--- config.mk ---
export PLATFORM = sky130hd
export DESIGN_NAME = ntca_ctrl
export DESIGN_NICKNAME = d
export VERILOG_FILES = /design/src/sv/ntca_pkg.sv /design/src/sv/ntca_ctrl.sv
export SDC_FILE = /design/constraint.sdc
export NUM_CORES = 1
export LEC_CHECK = 0
export ABC_CLOCK_PERIOD_IN_PS = 2350
export BUFFER_PORTS_ARGS = -buffer_cell sky130_fd_sc_hd__buf_4
export CAP_MARGIN = 20
export CORE_AREA = 10 10 47 49
export DETAILED_ROUTE_END_ITERATION = 16
export DIE_AREA = 0 0 57 59
export GPL_TIMING_DRIVEN = 0
export HOLD_SLACK_MARGIN = 0.02
export PLACE_DENSITY = 0.71
export SYNTH_ARGS = -nofsm -noshare
export SYNTH_HDL_FRONTEND = slang
export SYNTH_SLANG_ARGS = --single-unit
--- constraint.sdc ---
create_clock -name aclk -period 2.35 [get_ports aclk]
set_input_delay 0.235 -clock aclk [delete_from_list [all_inputs] [get_ports aclk]]
set_output_delay 0.235 -clock aclk [all_outputs]
set_load 0.05 [all_outputs]
--- src/sv/ntca_pkg.sv ---
// ---------------------------------------------------------------------------
// ntca_pkg
// Shared types, field widths and constants of the NTC temperature averager.
// ---------------------------------------------------------------------------
`default_nettype none

package ntca_pkg;

    localparam int CODE_W  = 12;
    localparam int RES_W   = 20;
    localparam int BETA_W  = 14;
    localparam int T0_W    = 16;
    localparam int TEMP_W  = 16;
    localparam int CFG_IDX_W = 2;
    localparam int CFG_DATA_W = 20;
    localparam int PROD_W  = 32;
    localparam int LN_W    = 28;   // table entries, Q28
    localparam int LNS_W   = 34;   // ln of a 32-bit value, Q28
    localparam int DIV_N   = 52;   // dividend / quotient width
    localparam int DIV_M   = 48;   // divisor width

    localparam logic [CODE_W-1:0] FULL_CODE = 12'hFFF;
    localparam logic [52:0] ZERO_C_Q = 53'd437040;   // 273.15 K in 1/1600 K

    localparam logic [TEMP_W-1:0] TEMP_MIN = 16'h8000;
    localparam logic [TEMP_W-1:0] TEMP_MAX = 16'h7FFF;

    localparam logic [CFG_IDX_W-1:0] CFG_SERIES  = 2'd0;
    localparam logic [CFG_IDX_W-1:0] CFG_NOMINAL = 2'd1;
    localparam logic [CFG_IDX_W-1:0] CFG_BETA    = 2'd2;
    localparam logic [CFG_IDX_W-1:0] CFG_T0      = 2'd3;

    typedef enum logic [3:0] {
        DP_IDLE, DP_LOAD, DP_CHECK, DP_NORM, DP_LN, DP_LNDIFF, DP_DBETA, DP_DT0,
        DP_INV, DP_DQ, DP_DC, DP_TEMP, DP_ACCUM, DP_DAVG, DP_EMIT
    } dp_op_t;

    typedef struct packed {
        dp_op_t op;
        logic   div_start;
    } dp_cmd_t;

    typedef struct packed {
        logic bad_in;
        logic norm_done;
        logic inv_bad;
        logic div_done;
        logic group_full;
        logic out_free;
    } dp_sts_t;

    // Truncated Q31 series 2*atanh(z), rounded to Q28; z is elaboration constant.
    function automatic logic [LN_W-1:0] ln_series(input logic [63:0] z);
        logic [63:0] z2;
        logic [63:0] s;
        logic [63:0] p;
        logic        stop;
        z2   = (z * z) >> 31;
        s    = z;
        p    = z;
        stop = 1'b0;
        for (int k = 3; k < 200; k += 2) begin
            if (!stop) begin
                p = (p * z2) >> 31;
                if (p == 64'd0) begin
                    stop = 1'b1;
                end else begin
                    s = s + p / 64'(k);
                end
            end
        end
        return LN_W'((64'd2 * s + 64'd4) >> 3);
    endfunction

endpackage

`default_nettype wire

--- src/sv/ntca_ctrl.sv ---
// ---------------------------------------------------------------------------
// ntca_ctrl
// Sequencer: steps one sample through the datapath; mean at group end.
// ---------------------------------------------------------------------------
`default_nettype none

module ntca_ctrl (
    input  wire logic               aclk,
    input  wire logic               aresetn,
    input  wire logic               s_valid,
    output logic                    s_ready,
    output ntca_pkg::dp_cmd_t       cmd,
    input  wire ntca_pkg::dp_sts_t  sts
);
    import ntca_pkg::*;

    typedef enum logic [3:0] {
        ST_IDLE, ST_CHECK, ST_NORM, ST_LN, ST_LNDIFF, ST_DBETA, ST_DT0, ST_INV,
        ST_DQ, ST_DC, ST_TEMP, ST_ACCUM, ST_DAVG, ST_EMIT
    } state_t;

    state_t state_reg, state_next;
    logic   first_reg;

    always_comb begin
        state_next    = state_reg;
        cmd.op        = DP_IDLE;
        cmd.div_start = 1'b0;
        s_ready       = 1'b0;
        case (state_reg)
            ST_IDLE: begin
                s_ready = 1'b1;
                if (s_valid) begin
                    cmd.op     = DP_LOAD;
                    state_next = ST_CHECK;
                end
            end
            ST_CHECK: begin
                cmd.op     = DP_CHECK;
                state_next = sts.bad_in ? ST_ACCUM : ST_NORM;
            end
            ST_NORM: begin
                cmd.op = DP_NORM;
                if (sts.norm_done) state_next = ST_LN;
            end
            ST_LN: begin
                cmd.op     = DP_LN;
                state_next = ST_LNDIFF;
            end
            ST_LNDIFF: begin
                cmd.op     = DP_LNDIFF;
                state_next = ST_DBETA;
            end
            ST_DBETA: begin
                cmd.op        = DP_DBETA;
                cmd.div_start = first_reg;
                if (sts.div_done) state_next = ST_DT0;
            end
            ST_DT0: begin
                cmd.op        = DP_DT0;
                cmd.div_start = first_reg;
                if (sts.div_done) state_next = ST_INV;
            end
            ST_INV: begin
                cmd.op     = DP_INV;
                state_next = sts.inv_bad ? ST_ACCUM : ST_DQ;
            end
            ST_DQ: begin
                cmd.op        = DP_DQ;
                cmd.div_start = first_reg;
                if (sts.div_done) state_next = ST_DC;
            end
            ST_DC: begin
                cmd.op     = DP_DC;
                state_next = ST_TEMP;
            end
            ST_TEMP: begin
                cmd.op     = DP_TEMP;
                state_next = ST_ACCUM;
            end
            ST_ACCUM: begin
                cmd.op     = DP_ACCUM;
                state_next = sts.group_full ? ST_DAVG : ST_IDLE;
            end
            ST_DAVG: begin
                cmd.op     = DP_DAVG;
                state_next = ST_EMIT;
            end
            ST_EMIT: begin
                cmd.op = DP_EMIT;
                if (sts.out_free) state_next = ST_IDLE;
            end
            default: state_next = ST_IDLE;
        endcase
    end

    always_ff @(posedge aclk) begin
        if (!aresetn) begin
            state_reg <= ST_IDLE;
            first_reg <= 1'b1;
        end else begin
            state_reg <= state_next;
            first_reg <= (state_next != state_reg);
        end
    end

endmodule

`default_nettype wire

Yosys cells after proc, flatten, opt, wreduce, memory -nomap -nowiden

Cells that the tools add are included.

Reduce and logical (&&, ||, !) cells: 2
Multiplexer cells: 14
Equality and inequality tests: 14

Operator list:

| kind                 | count |
|---|---|
| $pmux W4 S14         | 2 |
| $mux W4              | 8 |
| $eq A4 B4 Y1 const B | 6 |
| $eq A4 B3 Y1 const B | 4 |
| $eq A4 B2 Y1 const B | 2 |
| $eq A4 B1 Y1 const B | 1 |
| $logic_not A4 Y1     | 1 |
| $ne A4 B4 Y1         | 1 |
| $mux W1              | 3 |
| $reduce_or A3 Y1     | 1 |
| $mux W2              | 1 |

Output and inout port bits: 6
Logic and storage cells: 32
Register bits: 5
Bits of input ports: 9

Longest topological paths before layout

Gate-level depths: netlist of run 1.

Word-level depth: 3
Mapped depth: 6

Worst setup path before layout of run 1

No wires, ideal clock.

Path type: flip-flop to output port
Start point: register state_reg[3]
End point: output s_ready
Stages on the path, launching flop included: 4
Data required time: 2115 ps
Slack: -9 ps
Data arrival time: 2124 ps
Cell sequence: dfxtp_1 -> buf_6 -> buf_2 -> nor4_1

Cells in the longest elaborated chain, start to end: 2

Ends and longest elaborated chain:

| what                   | RTL line         | source |
|---|---|---|
| start, declared        | ntca_ctrl.sv:22  | `state_t state_reg, state_next;` |
| start signal, assigned | ntca_ctrl.sv:102 | `state_reg <= state_next;` |
| $logic_not A4 Y1       | ntca_ctrl.sv:30  | `case (state_reg)` |
| $mux W1                | ntca_ctrl.sv:30  |  |
| end, declared          | ntca_ctrl.sv:11  | `output logic s_ready,` |

No other way between the ends.

==> results of run 1 <==
## per-stage QoR
stage	hold slack, ns	power (mW)	instance area, um^2	util [%]
after floorplan	0.3525	0.4918	534.3	-
after global placement	0.4864	0.6112	659.4	47.05
after detailed placement	0.4878	0.6137	659.4	47.05
after CTS	0.2408	0.7162	685.7	48.93
after global routing	0.2349	0.7592	685.7	48.93
final	0.2497	0.7118	685.7	48.93
## Yosys cell counts (2+ instances only)
master	number
nor2_1	5
buf_4	2
and3b_1	2
buf_2	3
dfxtp_1	5
nand3b_1	2
buf_6	2
nand3_1	2
nor2b_1	2
o21ai_0	5
inv_1	3
a211oi_1	2
nand2_1	10
a22oi_1	2
a21oi_1	6
a21o_1	2
nand2b_1	3
## critical path, stage by stage (launching register included)
cell and delay (ns):
dfxtp_1 0.33, buf_4 0.17, or4_1 0.46, and3_1 0.18, buf_4 0.18
## path summary, 6_finish.rpt
kind                  endpoint  slack, ns    startpoint  cells after the start
hold reg to reg   state_reg[3]       0.72  state_reg[0]                      3
setup reg to reg  state_reg[0]       1.06  state_reg[0]                      5
setup / recovery        cmd[1]       0.55  state_reg[1]                      4
hold / removal    state_reg[0]       0.25       aresetn                      2
## placed cells by master, fill, tap and decap left out, types with 2 or more instances in the layout
master and count:
a211oi_1 2, a21o_1 2, a21oi_1 6, a22oi_1 2, and3b_1 2, buf_2 3
buf_4 16, buf_6 2, clkbuf_4 3, dfxtp_1 5, inv_1 3, nand2_1 10
nand2b_1 3, nand3_1 2, nand3b_1 2, nor2_1 5, nor2b_1 2, o21ai_0 5
## metal layers
metal | up-vias | wire length (um) | global-route usage, % | share of wire (%)
li1 | 308 | - | - | -
met1 | 260 | 612 | 9.026 | 42
met2 | 18 | 742 | 14.11 | 51
met3 | 2 | 87 | 3.004 | 6.0
met4 | 0 | 4 | 2.013 | 0.28
met5 | - | 0 | 0 | 0
## power groups by stage
stage               registers [mW]  clock network [mW]  logic (mW)
floorplan                    0.123                   0       0.368
CTS                          0.128               0.103       0.485
detailed placement           0.130                   0       0.483
global placement             0.130                   0       0.481
finish                       0.128              0.0998       0.484
global route                 0.131               0.110       0.518
## cells by family (layout without fill, tap and decap cells)
group | count (synthesis) | after routing | share of synthesized area (%)
AOI/OAI and AO/OA | 26 | 26 | 33.89
and+or+nand+nor | 34 | 34 | 34.37
DFF | 5 | 5 | 18.96
buffers and inverters | 11 | 29 | 12.79
## area by class of cell
cell class,instances,area [um^2]
Tap cell,16,20.02
Clock buffer,4,26.28
Sequential cell,5,100.1
Timing Repair Buffer,14,105.1
Fill cell,158,715.7
Inverter,4,15.01
Buffer,7,52.55
Multi-Input combinational cell,60,366.6
==> run_results.csv, run 1 <==
group,metric,value,unit
status,run_status,"completed",
floorplan,initial_core_util,37.68,%
clock_tree,cts_sinks,5,
worst_hold_path,hp-class,"in2reg",
synthesis,ys_ff_latch,5,
routing,ant_nets,0,
clock_tree,numCtsBuffers,3,
pwr,switchingPower,359.2,uW
floorplan,core,0.001401,mm^2
timing,rsz0062_at_grt,"false",
pwr,p_int,352.6,uW
routing,first_pass_iters,4,
grt,grt_overflow,0,
critical_path,cp-end-kind,"output port",
timing,timing.final.ws_setup,0.5537,ns
placement,dpl_worst_slack,0.7951,ns
floorplan,die_h,59,um
timing,fmax,0.5567,GHz
pwr,peakVddDrop,489.8,uV
synthesis,avgSynthCellArea,6.947,um^2
grt,grtUsageTotal,8.081,%
clock_tree,clk_path_buf_depth,2,
placement,gp_congestion,0.8282,
cells_and_area,drive_above_1_share,28.72,%
synthesis,syn-num-nets,85,
grt,grt_max_degree,11,
timing,finalSetupViolCount,0,
critical_path,critical_path_arrival,1.56,ns
routing,wl_per_cell,13.15,um
cells_and_area,antenna_cells,0,
critical_path,worstSetupPathType,"reg2out",
clock_tree,clkTransAtPathRegs,0.05,ns
routing,vias,588,
cells_and_area,stdcell_count,110,
clock_tree,cts_tree,"yes",
synthesis,yosys.area.top_type_share,18.96,%
pwr,clkPwrFrac,14.0,%
synthesis,synth.distinct_cells,35,
placement,dp_hpwl,1129,um
critical_path,cp_max_fo,10,
timing,slew_viol_final,0,
floorplan,die-area,0.003363,mm^2
critical_path,cp-start-kind,"flop",
synthesis,synth_area,528.0,um^2
routing,drt-vias-per-instance,5.345,
grt,grt_pass1_wl,2304,um
clock_tree,ctsHoldBuffers,0,
timing,worstMarginPinSlew,0.3123,ns
synthesis,ys_async_sr_fraction,0,%
flow_run,drv_cap,0,
routing,dr.first_iter.drc_count,15,
pwr,seq_power_share,18.0,%
synthesis,ys_seq_area_share,18.96,%
clock_tree,cts_resized,0,
clock_tree,clock_latency,0.24,ns
floorplan,die_w,57,um
synthesis,synth_edf_count,0,
pwr,p_leak,0.3007,nW
timing,period_share,76.44,%
floorplan,placementRows,14,
synthesis,synth_warnings,0,
cells_and_area,largest_register_ffs,4,
placement,placed_cells,106,
grt,grt_pass1_vias,551,
pwr,power_frac_comb,68.0,%
pwr,p_sw_share,50.47,%
timing,finalClockSkew,0.001750,ns
floorplan,io_pins,15,
synthesis,synth-main-ff-cell,"dfxtp_1",
critical_path,crit_required,2.12,ns
timing,slew_headroom,79.14,%
grt,antenna_found_initial,0,
cells_and_area,syn_to_final_growth,29.86,%
clock_tree,postCtsSetupBuffers,0,
timing,fin_crit,1.796,ns
routing,drc,0,
routing,wirelength,1446,um
placement,port_buffers,14,
synthesis,synth.area.top_cells,"dfxtp_1 (19%), nand2_1 (7.1%), a21oi_1 (5.7%), o21ai_0 (4.7%), buf_6 (4.3%)",
cells_and_area,nets,104,
synthesis,syn_inst,76,
pwr,power-per-cell-area,1038,mW/mm^2
clock_tree,ctsHtreeMaxLevel,1,
synthesis,yosys.area.top_type,"dfxtp_1",
clock_tree,root_buffer,"clkbuf_4",
timing,hold_viol,0,
timing,final.setup.tns,0,ns
Note: power is estimated with default switching activity, not from simulation.
==> run 2: changes to the inputs <==
--- a/config.mk
+++ b/config.mk
@@ -5,7 +5,7 @@
 export SDC_FILE = /design/constraint.sdc
 export NUM_CORES = 1
 export LEC_CHECK = 0
-export ABC_CLOCK_PERIOD_IN_PS = 2350
+export ABC_CLOCK_PERIOD_IN_PS = 1620
 export BUFFER_PORTS_ARGS = -buffer_cell sky130_fd_sc_hd__buf_4
 export CAP_MARGIN = 20
 export CORE_AREA = 10 10 47 49
@@ -13,7 +13,7 @@
 export DIE_AREA = 0 0 57 59
 export GPL_TIMING_DRIVEN = 0
 export HOLD_SLACK_MARGIN = 0.02
-export PLACE_DENSITY = 0.71
+export PLACE_DENSITY = 0.73
 export SYNTH_ARGS = -nofsm -noshare
 export SYNTH_HDL_FRONTEND = slang
 export SYNTH_SLANG_ARGS = --single-unit
==> constraint.sdc (replaced) <==
create_clock -name aclk -period 1.62 [get_ports aclk]
set_input_delay 0.162 -clock aclk [delete_from_list [all_inputs] [get_ports aclk]]
set_output_delay 0.162 -clock aclk [all_outputs]
set_load 0.05 [all_outputs]
==> run 2 against run 1 <==
Net effect: the flow now finishes with violations (setup timing); clock skew rose by 0.0072 ns; largest power group unchanged; setup slack got worse by 0.62 ns; sequential share of layout area fell by 1.1 points; wire length rose by 16%.
==> run_results.csv, run 2 (synthesized netlist as in run 1, its figures left out) <==
group,metric,value,unit
floorplan,die_w,57,um
routing,first_pass_iters,4,
grt,grt_pass1_wl,2656,um
clock_tree,clk_path_buf_depth,2,
timing,fmax,0.5933,GHz
pwr,p_int,613.2,uW
cells_and_area,syn_to_final_growth,50.71,%
floorplan,io_pins,15,
critical_path,cpMaxStageDelayCell,"or4_4",
pwr,clkPwrFrac,12.3,%
pwr,power_frac_comb,70.8,%
grt,grt_overflow,0,
cells_and_area,drive_above_1_share,43.69,%
cells_and_area,largest_register_ffs,4,
critical_path,critical_path_arrival,1.52,ns
timing,fin_crit,1.686,ns
status,violations,"setup timing",
pwr,seq_power_share,16.9,%
floorplan,placementRows,14,
routing,vias,642,
critical_path,cp-start-kind,"flop",
timing,rsz0062_at_grt,"true",
routing,wl_per_cell,14.08,um
routing,ant_nets,0,
timing,timing.final.ws_setup,-0.06562,ns
cells_and_area,fin_util,56.79,%
critical_path,ff2ff_setup_slack,0.30,ns
floorplan,initial_core_util,37.68,%
grt,grt_pass1_vias,602,
pwr,p_leak,0.3574,nW
critical_path,ff2ff_path_depth,6,
clock_tree,cts_tree,"yes",
pwr,power-per-cell-area,1469,mW/mm^2
routing,wirelength,1676,um
clock_tree,ctsHoldBuffers,0,
worst_hold_path,hp-class,"in2reg",
routing,dr.first_iter.drc_count,20,
critical_path,cp-end-kind,"output port",
flow_run,drv_cap,0,
placement,port_buffers,14,
routing,drc,0,
grt,grt_max_degree,11,
placement,dpl_cell_area,659.4,um^2
grt,antenna_found_initial,0,
pwr,finalPower,1.169,mW
cells_and_area,antenna_cells,0,
grt,grtUsageTotal,9.849,%
clock_tree,numCtsBuffers,3,
floorplan,die_h,59,um
clock_tree,clkTransAtPathRegs,0.05,ns
cells_and_area,final_cell_mix,"buf_4 (21), nand2_1 (10), buf_6 (5), nor2_1 (5), a21oi_1 (5)",
timing,slew_viol_final,0,
pwr,p_sw_share,47.54,%
placement,gp_congestion,0.8612,
worst_hold_path,holdPathStages,2,
timing,slew_headroom,79.89,%
clock_tree,clock_latency,0.25,ns
cells_and_area,stdcell_count,119,
routing,drt-vias-per-instance,5.395,
cells_and_area,nets,113,
floorplan,core,0.001401,mm^2
critical_path,cp_max_fo,5,
timing,period_share,104.1,%
critical_path,worstSetupPathType,"reg2out",
timing,finalSetupViolCount,1,
pwr,switchingPower,555.7,uW
placement,dpl_worst_slack,0.1132,ns
cells_and_area,layout.cells.most_common,"buf_4",
placement,dp_hpwl,1143,um
clock_tree,cts_sinks,5,
clock_tree,ctsHtreeMaxLevel,1,
timing,worstMarginPinSlew,0.3012,ns
floorplan,die-area,0.003363,mm^2
status,run_status,"finished, violations left",
clock_tree,root_buffer,"clkbuf_4",
critical_path,slowest_delay,0.48,ns
critical_path,cp_cell_sequence,"buf_6 > or4_4 > and3_4 > buf_8",
timing,final.setup.tns,-0.06562,ns
cells_and_area,design_area,795.8,um^2
critical_path,crit_required,1.46,ns
timing,finalClockSkew,0.008954,ns
pwr,peakVddDrop,940.9,uV
timing,holdWs,0.1760,ns
placement,placed_cells,106,
timing,hold_viol,0,
-- run 2: final timing paths --
kind | endpoint | start
setup / recovery | cmd[1] | state_reg[1]
hold / removal | state_reg[0] | aresetn
hold reg to reg | state_reg[1] | state_reg[0]
setup reg to reg | first_reg | state_reg[2]
-- run 2: area by class of cell --
class | instances | area (um^2)
multi-input cells | 60 | 382.9
clock buffers | 4 | 26.28
inverters | 4 | 15.01
well taps | 16 | 20.02
plain buffers | 7 | 62.56
fillers | 130 | 605.6
flip-flops and latches | 5 | 107.6
repair buffers | 23 | 181.4
-- run 2: power groups by stage --
stage,sequential (mW),clock [mW],combinational (mW)
3_5_place_dp,0.188,0,0.704
2_1_floorplan,0.179,0,0.536
4_1_cts,0.191,0.151,0.797
5_1_grt,0.202,0.154,0.884
3_3_place_gp,0.188,0,0.696
6_report,0.197,0.144,0.828
-- run 2: layer usage --
layer | up-vias | track usage, % | wire length (um)
met5 | - | 0 | 0
met3 | 6 | 2.146 | 101
met1 | 286 | 10.68 | 701
li1 | 329 | - | -
met4 | 0 | 9.396 | 49
met2 | 21 | 15.50 | 824
-- run 2: repair_timing --
item | in CTS | in global routing
buffers inserted | 6 | 2
resized for setup | 13 | 5
pin swaps | 1 | 2
gates cloned | 0 | 1
setup endpoints to repair | 3 | 3
-- run 2: worst max-delay path, delay by kind of cell, from the launching register on --
family                 cells  cell delay (ns)
buffers and inverters      2             0.27
and+or+nand+nor            2             0.67
DFF                        1             0.34
